### config.mk
export PLATFORM = sky130hd
export DESIGN_NAME = softmax_normalizer
export DESIGN_NICKNAME = d
export VERILOG_FILES = /design/src/design/smx_pkg.sv /design/src/design/smx_front.sv /design/src/design/smx_ram.sv /design/src/design/smx_back.sv /design/src/design/softmax_normalizer.sv
export SDC_FILE = /design/constraint.sdc
export NUM_CORES = 2
export LEC_CHECK = 0
export ABC_AREA = 1
export BUFFER_PORTS_ARGS = -buffer_cell sky130_fd_sc_hd__buf_4
export CORE_MARGIN = 1
export CORE_UTILIZATION = 45
export CTS_BUF_LIST = sky130_fd_sc_hd__clkbuf_8
export CTS_CLUSTER_DIAMETER = 80
export DETAILED_ROUTE_END_ITERATION = 8
export GPL_TIMING_DRIVEN = 0
export PLACE_DENSITY_LB_ADDON = 0.12
export SLEW_MARGIN = 20
export SYNTH_ARGS = -nofsm -noshare
export SYNTH_HDL_FRONTEND = slang
export SYNTH_HIERARCHICAL = 1
export SYNTH_SLANG_ARGS = --single-unit
export TNS_END_PERCENT = 30
### constraint.sdc
create_clock -name clk -period 14.1 [get_ports clk]
set_input_delay 1.41 -clock clk [delete_from_list [all_inputs] [get_ports clk]]
set_output_delay 1.41 -clock clk [all_outputs]
set_load 0.005 [all_outputs]
### src/design/smx_pkg.sv
// Package: shared constants, types and the exp(-d) helper table for the softmax block.
`default_nettype none
package smx_pkg;
	localparam int unsigned MaxClassesDefault = 10;
	localparam logic [16:0] Log2eQ16 = 17'd94548;

	typedef struct packed {
		logic [6:0] count;
		logic       dropped;
		logic [15:0] max_val;
	} vec_desc_t;

	function automatic logic [16:0] pow2_frac(input logic [4:0] k);
		logic [16:0] t;
		case (k)
			5'd0: t = 17'd65536;
			5'd1: t = 17'd62757;
			5'd2: t = 17'd60097;
			5'd3: t = 17'd57549;
			5'd4: t = 17'd55109;
			5'd5: t = 17'd52773;
			5'd6: t = 17'd50535;
			5'd7: t = 17'd48392;
			5'd8: t = 17'd46341;
			5'd9: t = 17'd44376;
			5'd10: t = 17'd42495;
			5'd11: t = 17'd40693;
			5'd12: t = 17'd38968;
			5'd13: t = 17'd37316;
			5'd14: t = 17'd35734;
			5'd15: t = 17'd34219;
			5'd16: t = 17'd32768;
			default: t = 17'd0;
		endcase
		return t;
	endfunction
endpackage
`default_nettype wire

### src/design/smx_front.sv
// Front end: stores logits, tracks running max, hands a finished vector to the back end.
`default_nettype none
module smx_front import smx_pkg::*; #(
	parameter int unsigned MAX_CLASSES = MaxClassesDefault
) (
	input  wire logic        clk,
	input  wire logic        arst_n,
	input  wire logic        take,
	input  wire logic [15:0] logit,
	input  wire logic        last_logit,
	output logic             wr_en,
	output logic [5:0]       wr_addr,
	output logic [15:0]      wr_data,
	output logic             desc_valid,
	output vec_desc_t        desc
);
	logic [6:0]  count_q;
	logic [15:0] max_q;
	logic        drop_q;
	logic        room;
	logic [15:0] new_max;

	assign room    = count_q < 7'(MAX_CLASSES);
	assign wr_en   = take && room;
	assign wr_addr = count_q[5:0];
	assign wr_data = logit;
	assign new_max = (wr_en && $signed(logit) > $signed(max_q)) ? logit : max_q;

	always_ff @(posedge clk or negedge arst_n) begin
		if (!arst_n) begin
			count_q    <= '0;
			max_q      <= 16'h8000;
			drop_q     <= 1'b0;
			desc_valid <= 1'b0;
			desc       <= '0;
		end else begin
			desc_valid <= take && last_logit;
			if (take) begin
				if (last_logit) begin
					desc.count   <= wr_en ? count_q + 7'd1 : count_q;
					desc.dropped <= drop_q || !room;
					desc.max_val <= new_max;
					count_q      <= '0;
					max_q        <= 16'h8000;
					drop_q       <= 1'b0;
				end else begin
					if (room) count_q <= count_q + 7'd1;
					else drop_q <= 1'b1;
					max_q <= new_max;
				end
			end
		end
	end
endmodule
`default_nettype wire

### src/design/smx_ram.sv
// Generic single-write, single-read RAM with registered read.
`default_nettype none
module smx_ram #(
	parameter int unsigned WIDTH = 16,
	parameter int unsigned DEPTH = 10
) (
	input  wire logic                     clk,
	input  wire logic                     wr_en,
	input  wire logic [$clog2(DEPTH)-1:0] wr_addr,
	input  wire logic [WIDTH-1:0]         wr_data,
	input  wire logic [$clog2(DEPTH)-1:0] rd_addr,
	output logic      [WIDTH-1:0]         rd_data
);
	logic [WIDTH-1:0] mem_q [DEPTH];
	always_ff @(posedge clk) begin
		if (wr_en) mem_q[wr_addr] <= wr_data;
		rd_data <= mem_q[rd_addr];
	end
endmodule
`default_nettype wire

### src/design/smx_back.sv
// Back end: exp pass to form the sum, then a second exp pass with serial division per class.
`default_nettype none
module smx_back import smx_pkg::*; #(
	parameter int unsigned MAX_CLASSES = MaxClassesDefault
) (
	input  wire logic        clk,
	input  wire logic        arst_n,
	input  wire logic        desc_valid,
	input  vec_desc_t        desc,
	output logic             busy,
	output logic [5:0]       rd_addr,
	input  wire logic [15:0] rd_data,
	output logic             strobe,
	output logic [15:0]      probability,
	output logic [5:0]       class_index,
	output logic             last_probability,
	output logic             overflow
);
	typedef enum logic [2:0] {
		IDLE, RD, MUL, EXPV, ACC, DIV
	} state_t;
	state_t      state_q;
	logic        pass_q;
	logic [5:0]  idx_q;
	vec_desc_t   vec_q;
	logic [22:0] sum_q;
	logic [33:0] prod_q;
	logic [16:0] e_q;
	logic [40:0] rem_q;
	logic [15:0] quo_q;
	logic [4:0]  bit_q;
	logic        qfull_q;

	// desc queue, depth 1
	logic      qv_q;
	vec_desc_t qd_q;

	logic [16:0] d;
	logic [16:0] y;
	logic [6:0]  n;
	logic [3:0]  fi;
	logic [5:0]  fr;
	logic [16:0] hi, lo, v;
	logic [22:0] dlt;
	logic [16:0] e_n;
	logic [40:0] trial;
	logic        at_last;

	assign busy    = desc_valid || qv_q || (state_q != IDLE);
	assign rd_addr = idx_q;
	assign at_last = {1'b0, idx_q} == vec_q.count - 7'd1;
	assign d       = 17'($signed({vec_q.max_val[15], vec_q.max_val})
		- $signed({rd_data[15], rd_data}));
	assign y  = 17'((prod_q + 34'd32768) >> 16);
	assign n  = y[16:10];
	assign fi = y[9:6];
	assign fr = y[5:0];
	assign hi = pow2_frac({1'b0, fi});
	assign lo = pow2_frac(5'({1'b0, fi} + 5'd1));
	assign dlt = 23'((23'(hi - lo) * 23'(fr) + 23'd32) >> 6);
	assign v  = 17'(23'(hi) - dlt);
	always_comb begin
		if (n == 7'd0) e_n = v;
		else if (n > 7'd16) e_n = '0;
		else e_n = 17'((18'(v) + (18'd1 << (n - 7'd1))) >> n);
	end
	assign trial = rem_q - ({18'd0, sum_q} << bit_q);

	always_ff @(posedge clk or negedge arst_n) begin
		if (!arst_n) begin
			state_q <= IDLE;
			qv_q <= 1'b0;
			qd_q <= '0;
			vec_q <= '0;
			strobe <= 1'b0;
			idx_q <= '0;
			pass_q <= 1'b0;
			sum_q <= '0;
			prod_q <= '0;
			e_q <= '0;
			rem_q <= '0;
			quo_q <= '0;
			bit_q <= '0;
			qfull_q <= 1'b0;
			probability <= '0;
			class_index <= '0;
			last_probability <= 1'b0;
			overflow <= 1'b0;
		end else begin
			strobe <= (state_q == DIV) && (bit_q == 5'd0);
			if (desc_valid) begin
				qv_q <= 1'b1;
				qd_q <= desc;
			end else if (state_q == IDLE) qv_q <= 1'b0;
			case (state_q)
				IDLE: if (qv_q) begin
					vec_q <= qd_q; idx_q <= '0;
					pass_q <= 1'b0; sum_q <= '0; state_q <= RD;
				end
				RD: state_q <= MUL;
				MUL: begin
					prod_q <= d * Log2eQ16;
					state_q <= EXPV;
				end
				EXPV: begin
					e_q <= e_n;
					state_q <= ACC;
				end
				ACC: begin
					if (!pass_q) begin
						sum_q <= sum_q + 23'(e_q);
						if (at_last) begin
							idx_q <= '0; pass_q <= 1'b1;
						end else idx_q <= idx_q + 6'd1;
						state_q <= RD;
					end else begin
						rem_q <= ({24'd0, e_q} << 16) + 41'(sum_q >> 1);
						quo_q <= '0; bit_q <= 5'd16; qfull_q <= 1'b0;
						state_q <= DIV;
					end
				end
				DIV: begin
					if (!trial[40]) begin
						rem_q <= trial;
						if (bit_q[4]) qfull_q <= 1'b1;
						else quo_q[bit_q[3:0]] <= 1'b1;
					end
					if (bit_q == 5'd0) begin
						probability <= qfull_q ? 16'hFFFF : (quo_q | {15'd0, !trial[40]});
						class_index <= idx_q;
						last_probability <= at_last;
						overflow <= vec_q.dropped;
						if (at_last) state_q <= IDLE;
						else begin
							idx_q <= idx_q + 6'd1; state_q <= RD;
						end
					end else bit_q <= bit_q - 5'd1;
				end
				default: state_q <= IDLE;
			endcase
		end
	end

	a_idx_range: assert property (@(posedge clk) disable iff (!arst_n)
		state_q != IDLE |-> {1'b0, idx_q} < 7'(MAX_CLASSES)) else $error("index out of range");
	a_strobe_last: assert property (@(posedge clk) disable iff (!arst_n)
		strobe && last_probability |=> state_q == IDLE || state_q == RD)
		else $error("bad state after last");
	a_sum_min: assert property (@(posedge clk) disable iff (!arst_n)
		state_q == DIV |-> sum_q >= 23'd65536) else $error("sum too small");
endmodule
`default_nettype wire

### src/design/softmax_normalizer.sv
// Top level: max-subtracted softmax over a stored vector of Q6.10 logits.
// A sum pass reads and exponentiates each of the N stored classes into the sum; then, per
// class, a second exp pass feeds a 17-step serial division. Logits load one per cycle while
// busy is low; busy is high from the cycle after the last logit until the last result is
// shown. The receiver cannot stall; each result is shown for one cycle with strobe.
// Reset clears counters, running max and flags; the score store is left as is.
`default_nettype none
module softmax_normalizer import smx_pkg::*; #(
	parameter int unsigned MAX_CLASSES = MaxClassesDefault
) (
	input  wire logic        clk,
	input  wire logic        arst_n,
	input  wire logic        start,
	output logic             busy,
	input  wire logic [15:0] logit,
	input  wire logic        last_logit,
	output logic             strobe,
	output logic [15:0]      probability,
	output logic [5:0]       class_index,
	output logic             last_probability,
	output logic             overflow
);
	localparam int unsigned AW = $clog2(MAX_CLASSES);
	logic        wr_en;
	logic [5:0]  wr_addr;
	logic [15:0] wr_data;
	logic        desc_valid;
	vec_desc_t   desc;
	logic [5:0]  rd_addr;
	logic [15:0] rd_data;

	smx_front #(.MAX_CLASSES(MAX_CLASSES)) u_front (
		.clk, .arst_n, .take(start && !busy), .logit, .last_logit,
		.wr_en, .wr_addr, .wr_data, .desc_valid, .desc
	);
	smx_ram #(.WIDTH(16), .DEPTH(MAX_CLASSES)) u_ram (
		.clk, .wr_en, .wr_addr(wr_addr[AW-1:0]), .wr_data,
		.rd_addr(rd_addr[AW-1:0]), .rd_data
	);
	smx_back #(.MAX_CLASSES(MAX_CLASSES)) u_back (
		.clk, .arst_n, .desc_valid, .desc, .busy, .rd_addr, .rd_data,
		.strobe, .probability, .class_index, .last_probability, .overflow
	);
endmodule
`default_nettype wire

==> After elaboration in Yosys (flattened, before gate mapping) <==
Memories as Yosys holds them, arrays and structs flattened. A register that Yosys moved wholly into a read port is not among the register bits.
Cells that the tools add are included.
{ "op_classes": {"add_sub_neg": 15, "multipliers": 2, "magnitude_cmp": 5, "n_eq_ne": 16, "n_shift": 3, "n_mux": 48, "bitwise": 2, "reduce_logical": 34} }
{ "op_table": {"columns": ["cell", "n"], "rows": [
  ["two-way mux 16 bit", 6],
  ["two-way mux 41 bit", 2],
  ["case mux 41 bit (2 select lines)", 1],
  ["two-way mux 23 bit", 2],
  ["case mux 23 bit (2 select lines)", 1],
  ["<< shifter 23 x 5 -> 41 bit", 1],
  ["subtractor 41 bit", 1],
  ["adder 33 x 22 -> 34 bit", 1],
  ["two-way mux 17 bit", 2],
  ["adder 33 x 16 -> 33 bit, second input constant", 1],
  ["case mux 16 bit (2 select lines)", 1],
  ["multiplier 17 x 15 -> 31 bit, second input constant", 1],
  ["two-way mux 6 bit", 5],
  ["adder 23 x 17 -> 23 bit", 1],
  ["adder 23 x 6 -> 23 bit, second input constant", 1],
  ["multiplier 23 x 6 -> 23 bit", 1],
  ["two-way mux 7 bit", 3],
  ["adder 17 x 18 -> 18 bit", 1],
  ["case mux 3 bit (6 select lines)", 1],
  ["case mux 6 bit (3 select lines)", 1],
  ["<< shifter 1 x 7 -> 18 bit, first input constant", 1],
  [">> shifter 18 x 7 -> 17 bit", 1],
  ["subtractor 17 x 17 -> 18 bit", 1],
  ["subtractor 16 x 16 -> 17 bit", 1],
  ["other kinds (37)", 87]
]} }
{ "word_totals": {"reg_bits": 267, "ramBits": 160, "mem_bits_ro": 816, "inputBits": 20, "out_inout_bits": 26, "word_cells": 157, "n_memories": 3} }
{ "mem_list": {"columns": ["memory", "depth", "word_bits", "rd", "rd_ports_with_merged_regs", "write_ports", "line", "source"], "rows": [
  ["(name not given)", 32, 17, 1, 0, 0, "smx_pkg.sv:15", "case (k)"],
  ["(name not given)", 16, 17, 1, 0, 0, "smx_pkg.sv:15", null],
  ["u_ram.mem_q", 10, 16, 1, 1, 1, "smx_ram.sv:14", "logic [WIDTH-1:0] mem_q [DEPTH];"]
]} }

==> Logic depth before layout (Yosys ltp) <==
An unclocked memory read counts as a cell.
{ "logic_depth": {"depth_word": 11, "ltp_mapped": 71, "mapped_depth_nobuf": 71} }

==> Modules after synthesis <==
The synthesis kept the hierarchy.
{ "by_module_without_submodules": {"columns": ["mod", "instances", "cells_each", "area_per_inst_um2", "seq_area_each_um2"], "rows": [
  ["smx_back", 1, 3639, 26228.9, 5104.9],
  ["smx_ram", 1, 647, 7133.1, 5124.9],
  ["smx_front", 1, 351, 2911.5, 1227.4],
  ["softmax_normalizer", 1, 2, 10.0, 0.0]
]} }

==> Worst setup path after synthesis <==
Ideal clock, no wire load.
{ "synth_path": {"kind": "reg2reg", "startpoint": "register u_back.prod_q[15]", "endpoint": "register u_back.e_q[6]", "setup_ns": 0.118, "arrival_time_ns": 11.331, "required_time_ns": 13.982, "slack_ns": 2.651, "stages_incl_launch_ff": 66, "n_path_buf": 2, "synth_period_minus_slack_ns": 11.449, "cell_sequence": "dfrtp_1 -> ha_1 -> nand2_1 -> nor2_2 -> nand2_2 -> xor2_1 -> inv_1 -> ha_1 -> inv_1 -> ha_1 -> clkbuf_1 -> inv_1 -> clkbuf_1 -> o21ai_0 -> o211ai_1 -> nand3_1 -> ha_1 -> nand2_1 -> (+30 left out) -> nand2_1 -> nand2_1 -> inv_1 -> ha_1 -> inv_1 -> nor3_1 -> nand2_1 -> or2_2 -> o311ai_0 -> nand4_1 -> nand3_2 -> nand2_2 -> nand3_1 -> nand2_1 -> nand2_1 -> nand2_1 -> a21oi_1 -> nor2_1"} }
{ "synth_between": {"elab_chain_cells": 11, "elab_cells_between_ends": 16, "cone_classes": "add/sub: 7; mul: 1; order compare: 1; shift: 2; mux: 2; reduce/logical: 1; memory: 2"} }
{ "synth_rtl": {"columns": ["item", "line", "source"], "rows": [
  ["start: declaration", "smx_back.sv:27", "logic [33:0] prod_q;"],
  ["start signal: assignment", "smx_back.sv:102", "prod_q <= d * Log2eQ16;"],
  ["adder 33 x 16 -> 33 bit *", "smx_back.sv:54", "assign y = 17'((prod_q + 34'd32768) >> 16);"],
  ["adder 4 x 1 -> 5 bit", "smx_back.sv:59", "assign lo = pow2_frac(5'({1'b0, fi} + 5'd1));"],
  ["memory (32 x 17 bit)", null, null],
  ["subtractor 17 x 17 -> 18 bit", "smx_back.sv:60", "assign dlt = 23'((23'(hi - lo) * 23'(fr) + 23'd32) >> 6);"],
  ["multiplier 23 x 6 -> 23 bit", "smx_back.sv:60", null],
  ["adder 23 x 6 -> 23 bit", "smx_back.sv:60", null],
  ["subtractor 17 bit", "smx_back.sv:61", "assign v = 17'(23'(hi) - dlt);"],
  ["adder 17 x 18 -> 18 bit", "smx_back.sv:65", "else e_n = 17'((18'(v) + (18'd1 << (n - 7'd1))) >> n);"],
  [">> shifter 18 x 7 -> 17 bit", "smx_back.sv:65", null],
  ["two-way mux 17 bit", "smx_back.sv:64", "else if (n > 7'd16) e_n = '0;"],
  ["two-way mux 17 bit *", "smx_back.sv:63", "if (n == 7'd0) e_n = v;"],
  ["end signal: assignment", "smx_back.sv:106", "e_q <= e_n;"],
  ["end: declaration", "smx_back.sv:28", "logic [16:0] e_q;"]
]} }
Every way passes the cells marked *; elsewhere a longest branch is shown, timed or not.
A chain may end at the register's enable or synchronous reset.

==> Worst setup path after layout <==
Same ends and word-level chain as after synthesis.

==> metrics <==
Num CTS Buffers 76; Initial Util 45.7%; Die H 286 um; fmax 0.0759 GHz; DR pass1 iterations 6; Syn Area/Cell 7.82 um^2; mean routed wirelength per cell 18.3 um; H-tree Lvls 3; worst setup path class register to register; Worst setup SP type register; family with the most delay on the worst path adder cells; Slew @ Worst Pin 1080 ps; vias per cell 5.30; CP endpoint kind register; Synth Cell Area 36300 um^2; normalized max-slew margin 27.5%; most common cell after layout, fill and taps aside nand2_1; nets 5306; Yosys Warn Count 6; Most common cell on crit path nand2_1; hold-fix buffers at CTS 0; gpl congestion 0.962; Core Region 79400 um^2; final hold vios 0; Mapped Nets 5170; reg2reg setup slack 920 ps; initial antenna violation count 1; CTS tree yes; Critical Path AT 13740 ps; Slowest Stage Delay on Critical Path 560 ps; first-pass GRT wire length 169 mm; Iter 0 DRT Violations 2331; Buf/Inv on CP 9; vias in the first global route 30.0k; Finish-stage setup viols 0; Area growth, synth to finish 10.0%; Req. time, crit path 14660 ps; Slew Viols, Final 0; cell count after synthesis 4637; Row Count 103; clock latency on the worst-skew pair 720 ps; most frequent cells in the layout nand2_1 (962), inv_1 (729), nor2_1 (432); Hold WC Path Type register to register; Tcrit/Tclk final 93.5%; clk buf depth 3; remaining global-route overflow 0; DRT antenna net count 0; DR vias 31.2k; worst-path maximum fanout 8; clk slew on worst S/H paths 60 ps; Crit-path slowest cell fa_1; largest net degree at the start of global routing 95; Post-Route WL 108 mm; die area 81700 um^2; # IOs 46; Final Critical Period 13180 ps; Tot GR Track Use 26.4%; RSZ-0062 raised after global routing no; clk sinks 429; drc violations 0; layout cells sized above 1 7.78%; Setup Skew 49.9 ps; die width 286 um; Buffers on Ports 45; status finished clean; maxcap violations 0; DPL Wire Length 85.7 mm; CTS root buf clkbuf_8; hold_ws 460 ps
[layer usage]
layer	track usage (%)	up-vias	wire length, um
li1	-	15445	-
met1	37.2	14744	50100
met2	42.7	840	48800
met3	3.07	146	5900
met4	7.51	0	2800
met5	0	-	0
[worst reg2reg max path, delay by kind of cell, from the launching register on]
| kind | cells | cell delay, ps |
|---|---|---|
| compound gates | 13 | 2470 |
| flops | 1 | 490 |
| fa+ha+maj | 12 | 4630 |
| simple gates | 30 | 3850 |
| buf+inv | 9 | 940 |
| xor+xnor | 3 | 670 |
[final timing paths]
kind,startpoint,end,cells after the start
worst max-delay path,u_back/prod_q[15]$_DFFE_PN0P_,u_back/e_q[6]$_DFFE_PN0N_,67
worst min-delay path,u_ram/mem_q[9][14]$_DFFE_PP_,u_ram/rd_data[14]$_DFF_P_,2
worst max register to register,u_back/prod_q[15]$_DFFE_PN0P_,u_back/e_q[6]$_DFFE_PN0N_,67
worst min register to register,u_ram/mem_q[9][14]$_DFFE_PP_,u_ram/rd_data[14]$_DFF_P_,2
max in group asynchronous,arst_n,u_front/max_q[15]$_DFFE_PN1P_,3
min in group asynchronous,arst_n,u_back/probability[9]$_DFFE_PN0P_,1
[repair_timing]
action | CTS | global route
setup buffers | 0 | 4
endpoints found under the setup margin | 17 | 17
resized for setup | 3 | 16
pin swaps | 0 | 2
[metrics by stage]
stage | util, % | TNS (ps) | cell area, um^2 | setup WS, ps | instances
final | 50.3 | 0 | 39900 | 920 | 5882
after global routing | 50.3 | 0 | 39900 | 5.16 | 5882
after CTS | 50.1 | 0 | 39800 | 124 | 5877
after detailed placement | 48.0 | -3750 | 38100 | -396 | 5741
after global placement | 47.8 | -5150 | 37900 | -470 | 5732
after floorplan | - | 0 | 36300 | 2650 | 4637
[final cells by class]
type / count / area, um^2
plain buffers: 149 / 786
well taps: 1050 / 1310
fillers: 7922 / 39500
multi-input cells: 3328 / 21400
flip-flops and latches: 429 / 11500
repair buffers: 58 / 528
diodes: 1 / 2.50
clock buffers: 98 / 1350
clock inverters: 38 / 325
inverters: 731 / 2750
[registers in the layout, indices dropped and copies added (netlist names), 5 cells and up]
name	cells
u_back/probability	16
u_back/rem_q	40
u_front/max_q	16
u_ram/rd_data	16
u_back/vec_q	24
u_back/bit_q	5
u_back/qd_q	24
u_back/quo_q	16
u_back/prod_q	18
u_back/e_q	17
u_front/desc	24
u_back/rd_addr	6
u_back/class_index	6
u_front/count_q	7
u_ram/mem_q	160
u_back/sum_q	23
Power is left out: the tool's default activity adds up to more than one toggle a clock period on the data nets, which glitch-free logic cannot reach.
